<file path="config.mk">
export PLATFORM = sky130hd
export DESIGN_NAME = zcm_fifo
export DESIGN_NICKNAME = d
export VERILOG_FILES = /design/src/rtl/core/zcm_pkg.sv /design/src/rtl/core/zcm_fifo.sv
export SDC_FILE = /design/constraint.sdc
export NUM_CORES = 1
export LEC_CHECK = 0
export BUFFER_PORTS_ARGS = -buffer_cell sky130_fd_sc_hd__buf_2
export CORE_MARGIN = 4
export CORE_UTILIZATION = 50
export CTS_BUF_LIST = sky130_fd_sc_hd__clkbuf_4
export DETAILED_ROUTE_END_ITERATION = 6
export PLACE_DENSITY_LB_ADDON = 0.05
export SETUP_SLACK_MARGIN = 0.2
export SYNTH_ARGS = -nofsm -noshare
export SYNTH_HDL_FRONTEND = slang
export SYNTH_SLANG_ARGS = --single-unit
</file>
<file path="constraint.sdc">
create_clock -name clk_i -period 2.2 [get_ports clk_i]
set_clock_uncertainty 0.1 [all_clocks]
set_input_delay 0.44 -clock clk_i [delete_from_list [all_inputs] [get_ports clk_i]]
set_output_delay 0.44 -clock clk_i [all_outputs]
set_load 0.05 [all_outputs]
</file>
<file path="src/rtl/core/zcm_pkg.sv">
`timescale 1ns / 1ps
`default_nettype none
// ----------------------------------------------------------------------------
// zcm_pkg: shared types and constants of the zero crossing marker
// Sizes of the raster, the sample format, the shade divider and the job
// queue, the configuration register indexes and the structs between units.
// ----------------------------------------------------------------------------
package zcm_pkg;

  localparam int unsigned MAX_WIDTH     = 1024;
  localparam int unsigned MAX_HEIGHT    = 1024;
  localparam int unsigned SAMPLE_BITS   = 16;
  localparam int unsigned MIN_DIM       = 3;

  localparam int unsigned COL_BITS      = $clog2(MAX_WIDTH);
  localparam int unsigned ROW_BITS      = $clog2(MAX_HEIGHT);
  localparam int unsigned DIM_BITS      = 11;
  localparam int unsigned BAND_BITS     = 15;
  localparam int unsigned CFG_DATA_BITS = 15;
  localparam int unsigned CFG_IDX_BITS  = 2;

  localparam int unsigned SHADE_BITS    = 8;
  localparam int unsigned DIV_STEPS     = SHADE_BITS;
  localparam int unsigned DEN_BITS      = BAND_BITS + 1;
  localparam int unsigned NUM_BITS      = DEN_BITS + 1;
  localparam int unsigned REM_BITS      = DEN_BITS + SHADE_BITS;

  localparam int unsigned FIFO_DEPTH    = 4;
  localparam int unsigned FIFO_PTR_BITS = $clog2(FIFO_DEPTH);
  localparam int unsigned FIFO_CNT_BITS = FIFO_PTR_BITS + 1;

  localparam logic [31:0] COLOR_WHITE   = 32'hffff_ffff;
  localparam logic [31:0] COLOR_ALPHA   = 32'hff00_0000;
  localparam logic [SHADE_BITS-1:0] SHADE_FULL = '1;

  localparam logic [DIM_BITS-1:0]  WIDTH_RESET  = 11'd640;
  localparam logic [DIM_BITS-1:0]  HEIGHT_RESET = 11'd480;
  localparam logic [BAND_BITS-1:0] BAND_RESET   = 15'd256;

  typedef enum logic [CFG_IDX_BITS-1:0] {
    REG_FRAME_WIDTH  = 2'd0,
    REG_FRAME_HEIGHT = 2'd1,
    REG_ZERO_BAND    = 2'd2
  } reg_idx_e;

  typedef struct packed {
    logic [DIM_BITS-1:0]  width;
    logic [DIM_BITS-1:0]  height;
    logic [BAND_BITS-1:0] band;
  } cfg_t;

  // One interior pixel handed from the window logic to the shading unit.
  typedef struct packed {
    logic [COL_BITS-1:0]    x;
    logic [ROW_BITS-1:0]    y;
    logic                   white;
    logic [SAMPLE_BITS-1:0] center;
  } job_t;

  // Clamps a written frame dimension into MIN_DIM..max_dim.
  function automatic logic [DIM_BITS-1:0] clamp_dim(input logic [DIM_BITS-1:0] value,
                                                    input logic [DIM_BITS-1:0] max_dim);
    logic [DIM_BITS-1:0] res;
    if (value < DIM_BITS'(MIN_DIM)) begin
      res = DIM_BITS'(MIN_DIM);
    end else if (value > max_dim) begin
      res = max_dim;
    end else begin
      res = value;
    end
    return res;
  endfunction

endpackage
`default_nettype wire

</file>
<file path="src/rtl/core/zcm_fifo.sv">
`timescale 1ns / 1ps
`default_nettype none
// ----------------------------------------------------------------------------
// zcm_fifo: job queue between window logic and shading unit
// A small first-in first-out buffer of classified pixels with a fill count.
// ----------------------------------------------------------------------------
module zcm_fifo (
  input  wire logic                             clk_i,
  input  wire logic                             rst_ni,
  input  wire logic                             push_i,
  input  wire zcm_pkg::job_t                    push_data_i,
  input  wire logic                             pop_i,
  output zcm_pkg::job_t                         pop_data_o,
  output logic                                  empty_o,
  output logic [zcm_pkg::FIFO_CNT_BITS-1:0]     count_o
);
  import zcm_pkg::*;

  job_t                     mem_q [FIFO_DEPTH];
  logic [FIFO_PTR_BITS-1:0] wr_ptr_q, rd_ptr_q;
  logic [FIFO_CNT_BITS-1:0] count_q;
  logic                     do_pop;

  assign empty_o    = (count_q == '0);
  assign count_o    = count_q;
  assign pop_data_o = mem_q[rd_ptr_q];
  assign do_pop     = pop_i && !empty_o;

  always_ff @(posedge clk_i or negedge rst_ni) begin
    if (!rst_ni) begin
      wr_ptr_q <= '0;
      rd_ptr_q <= '0;
      count_q  <= '0;
    end else begin
      if (push_i) begin
        wr_ptr_q <= wr_ptr_q + FIFO_PTR_BITS'(1);
      end
      if (do_pop) begin
        rd_ptr_q <= rd_ptr_q + FIFO_PTR_BITS'(1);
      end
      if (push_i && !do_pop) begin
        count_q <= count_q + FIFO_CNT_BITS'(1);
      end else if (!push_i && do_pop) begin
        count_q <= count_q - FIFO_CNT_BITS'(1);
      end
    end
  end

  always_ff @(posedge clk_i) begin
    if (push_i) begin
      mem_q[wr_ptr_q] <= push_data_i;
    end
  end

endmodule
`default_nettype wire

</file>
# ---- Yosys cells after proc, flatten, opt, wreduce, memory -nomap -nowiden
# Memory sizes are Yosys's and may differ from the RTL's.
# Index checks and enable logic that the tools add are counted.
dict set report totals {
  memories 1
  reg_bits 7
  input_bits 41
  ram_bits 148
}
# memory depth width read_ports rd_clocked_by_memory_dff write_ports line_no
set memory_table {}
lappend memory_table {mem_q 4 37 1 0 1 zcm_fifo.sv:19} ;# job_t mem_q [FIFO_DEPTH];
dict set report op_classes {
  mux 4
  add_sub_neg 4
  n_reduce_logical 8
}
# op count
set ops {}
lappend ops {{3-bit two-way mux} 2}
lappend ops {{2-bit by 1-bit adder with 2-bit output (second input constant)} 2}
lappend ops {{3-bit by 1-bit adder with 3-bit output (second input constant)} 1}
lappend ops {{1-bit logical AND} 3}
lappend ops {{1-bit logical NOT} 3}
lappend ops {{3-bit logical NOT} 1}
lappend ops {{3-bit by 1-bit subtractor with 3-bit output (second input constant)} 1}
lappend ops {{1-bit two-way mux} 2}
lappend ops {{2-bit nonzero test} 1}

# ---- Logic depth before layout (Yosys ltp)
dict set report logic_depth {
  ltp_word 6
  mapped_depth 8
  ltp_nobuf 8
}

# ---- Worst setup path after synthesis
# OpenSTA, ideal clock, no wires.
dict set report synth_timing {
  kind {reg-to-reg}
  start {reg count_q[0], in the netlist count_o[0]}
  end {reg count_q[2], in the netlist count_o[2]}
  arrival_time_ns 2.149
  path_stages_with_launch 9
  setup_ns 0.082
  required_time_ns 2.018
  path_buffers 0
  period_less_slack_ns 2.331
  setup_slack_ns -0.131
  path_cell_list {dfrtp_1 or3_1 nand2_1 ha_1 inv_1 fa_1 xor2_1 nor2_1 xor2_1}
}
dict set report synth_between {
  elab_chain_cells 6
  elab_cells_between_ends 11
  classes_between {add/sub (2); mux (2); reduce/logical (7)}
}
# element line_no
set synth_lines {}
lappend synth_lines {{from (decl)} zcm_fifo.sv:21} ;# logic [FIFO_CNT_BITS-1:0] count_q;
lappend synth_lines {{from (signal assigned)} zcm_fifo.sv:42} ;# count_q <= count_q + FIFO_CNT_BITS'(1);
lappend synth_lines {{from (signal assigned)} zcm_fifo.sv:44} ;# count_q <= count_q - FIFO_CNT_BITS'(1);
lappend synth_lines {{parallel branches: the longest is 6 deep, another holds 3-bit by 1-bit subtractor with 3-bit output} --}
# Parallel ways; which one is timed is not known. The select of a mux whose other input is x is not followed.
# A chain may end at the register's enable or synchronous reset.

==> impl_metrics.ini <==
[status]
run_status = finished with violations
violations = setup timing

[timing]
max_slew.worst_pin.slew_ps = 420
rsz0062_at_grt = yes
relSlewSlack = 0.720
min_period_ps = 2510
setup_viol = 37
max_freq_mhz = 399
hold_violations = 0
final-max-slew-violation-count = 0
setup_ws_ps = -307
period_share = 1.14

[clocking]
clock_latency_ps = 530
htreeDepth = 4
cts_made_buffers = 17
root_buffer = clkbuf_4
cts.clk_slew.worst_paths_ps = 120
cts_tree = done
clockBufferDepth = 2
cts.sinks = 155

[detailed_routing]
route.met2.wl_um = 5450
wl_per_cell_um = 19.1
final_antenna_net_count = 0
dr.max_layer_used = met4
via_count = 2816
drc_errors = 0
drt_iter0_drc = 152
viasPerCell = 5.24
routed_wl_um = 10300
met3WireLength_um = 511
met1Wirelength_um = 4210
first_pass_iters = 4

[die]
start_util = 0.519
die_w_um = 115
coreArea_um2 = 11000
rows = 38
dieHeight_um = 115
boundaryPins = 82
die_area_um2 = 13200

[min_path]
hold_class = in2reg

[place]
routabilityCongestion = 0.712
pre_cts_ws_ps = 163
port_buffers = 81
dp_hpwl_um = 6190

[grt]
grt_max_degree = 27
antenna_found_initial = 0
first_global_vias = 3058
grt.total_usage = 0.169
grt_pass1_wl_um = 16200
overflow = 0

[synthesis]
synthDistinctLibCells = 19
netlist_instances = 227
netlist_area_um2 = 5720
avgSynthCellArea_um2 = 25.2
syn_nets = 274
yosysWarnings = 0
synth_seq_cells = 155
yosysSeqAreaShare = 0.807

[worst_setup_path]
crit_fanout = 8
crit_type = reg2out
arrival_ps = 1970
cp_data_required_time_ps = 1660
cp-start-kind = flop
endpoint_kind = output pin

[final_layout]
final_util = 0.682
diodes = 0
final_common_cell = edfxtp_1
fin_nets = 431
drive_above_1_share = 0.481
mostFrequentLayoutCells = edfxtp_1, buf_2, dlygate4sd3_1, buf_6, mux4_2
fillCellCount = 753
syn_to_final_growth_pct = 31.4

[power_and_ir_drop]
total_power_mw = 11.0
p_leak_nw = 2.67
p_per_area_nw_per_um2 = 1460
ir_worst_vdd_uv = 1210

[job]
drv_cap = 0
## report_power, final
part | switching [mW] | leakage (nW) | internal [mW] | total (mW)
Sequential | 0.152 | 1.44 | 3.87 | 4.02
Clock | 0.968 | 0.135 | 0.669 | 1.64
Combinational | 3.10 | 1.09 | 2.20 | 5.31
Total | 4.22 | 2.67 | 6.74 | 11.0
## state kept, by name, summed over array words and instances (netlist names)
name	cells
count_o	3
mem_q	148
wr_ptr_q	2
rd_ptr_q	2
## worst paths after layout
kind / start / to / slack [ps] / depth (start not counted)
max in group asynchronous: rst_ni / rd_ptr_q[1] / 1680 / 2
max reg2reg: count_o[0] / count_o[2] / 60 / 9
min in group asynchronous: rst_ni / count_o[2] / 150 / 2
max: rd_ptr_q[0] / pop_data_o[8] / -310 / 4
min reg2reg: wr_ptr_q[0] / wr_ptr_q[0] / 440 / 1
min: pop_i / rd_ptr_q[1] / 100 / 3
## layout make-up
class	instances	area [um^2]	area share
flip-flops and latches	155	4630	0.615
multi-input cells	60	1070	0.142
clock inverters	15	150	0.0200
well taps	140	175	0.0233
repair buffers	146	1360	0.180
inverters	4	15.0	0.00200
clock buffers	17	128	0.0170
## logic make-up (layout without fill, tap and decap cells)
family / Yosys count / in the layout / share of synthesized area
compound gates: 1 / 1 / 0.000874
mux: 38 / 38 / 0.148
fa+ha+maj: 6 / 6 / 0.0144
simple gates: 9 / 9 / 0.00831
xor+xnor: 6 / 6 / 0.00918
flops: 155 / 155 / 0.807
buf+inv: 12 / 182 / 0.0125
## Yosys cell counts (all sizes together)
master,n,area (um^2)
buf,7,52.5
mux4,37,833
nor2,1,3.75
nand3,1,5.00
dfrtp,7,175
edfxtp,148,4440
mux2,1,11.3
or3,1,6.26
clkbuf,1,3.75
inv,4,15.0
and2,4,25.0
xnor2,3,26.3
o21ai,1,5.00
xor2,3,26.3
fa,1,20.0
nand2,2,7.51
ha,5,62.6
## worst max-delay path, stage by stage, from the launching register on
cell	delay (ps)
dfrtp_2	430
buf_12	140
clkbuf_16	170
mux4_2	520
buf_6	170
## metrics by stage
| step | cell area, um^2 | hold WS [ps] | setup TNS (ps) | instances |
|---|---|---|---|---|
| 2_1_floorplan | 5760 | 44.4 | 0 | 227 |
| 3_3_place_gp | 6470 | 185 | 0 | 454 |
| 3_5_place_dp | 6470 | 184 | 0 | 454 |
| 4_1_cts | 7430 | 47.7 | -11390 | 532 |
| 5_1_grt | 7520 | 67.8 | -13080 | 537 |
| 6_report | 7520 | 104 | -9340 | 537 |
## per-layer routing
| metal | global-route usage | vias up |
|---|---|---|
| met4 | 0.0610 | 0 |
| met3 | 0.0537 | 12 |
| met1 | 0.212 | 1446 |
| met2 | 0.278 | 85 |
| li1 | - | 1273 |
| met5 | 0 | - |
## timing repair
action | 4_1_cts | 5_1_grt
gates cloned | 0 | 2
buffers inserted | 8 | 3
hold endpoints to repair | 155 | 0
hold buffers | 38 | 0
gates resized for setup | 78 | 1
endpoints found under the setup margin | 39 | 40
pin swaps | 3 | 4
No activity file was read; power rests on OpenSTA's default activity.
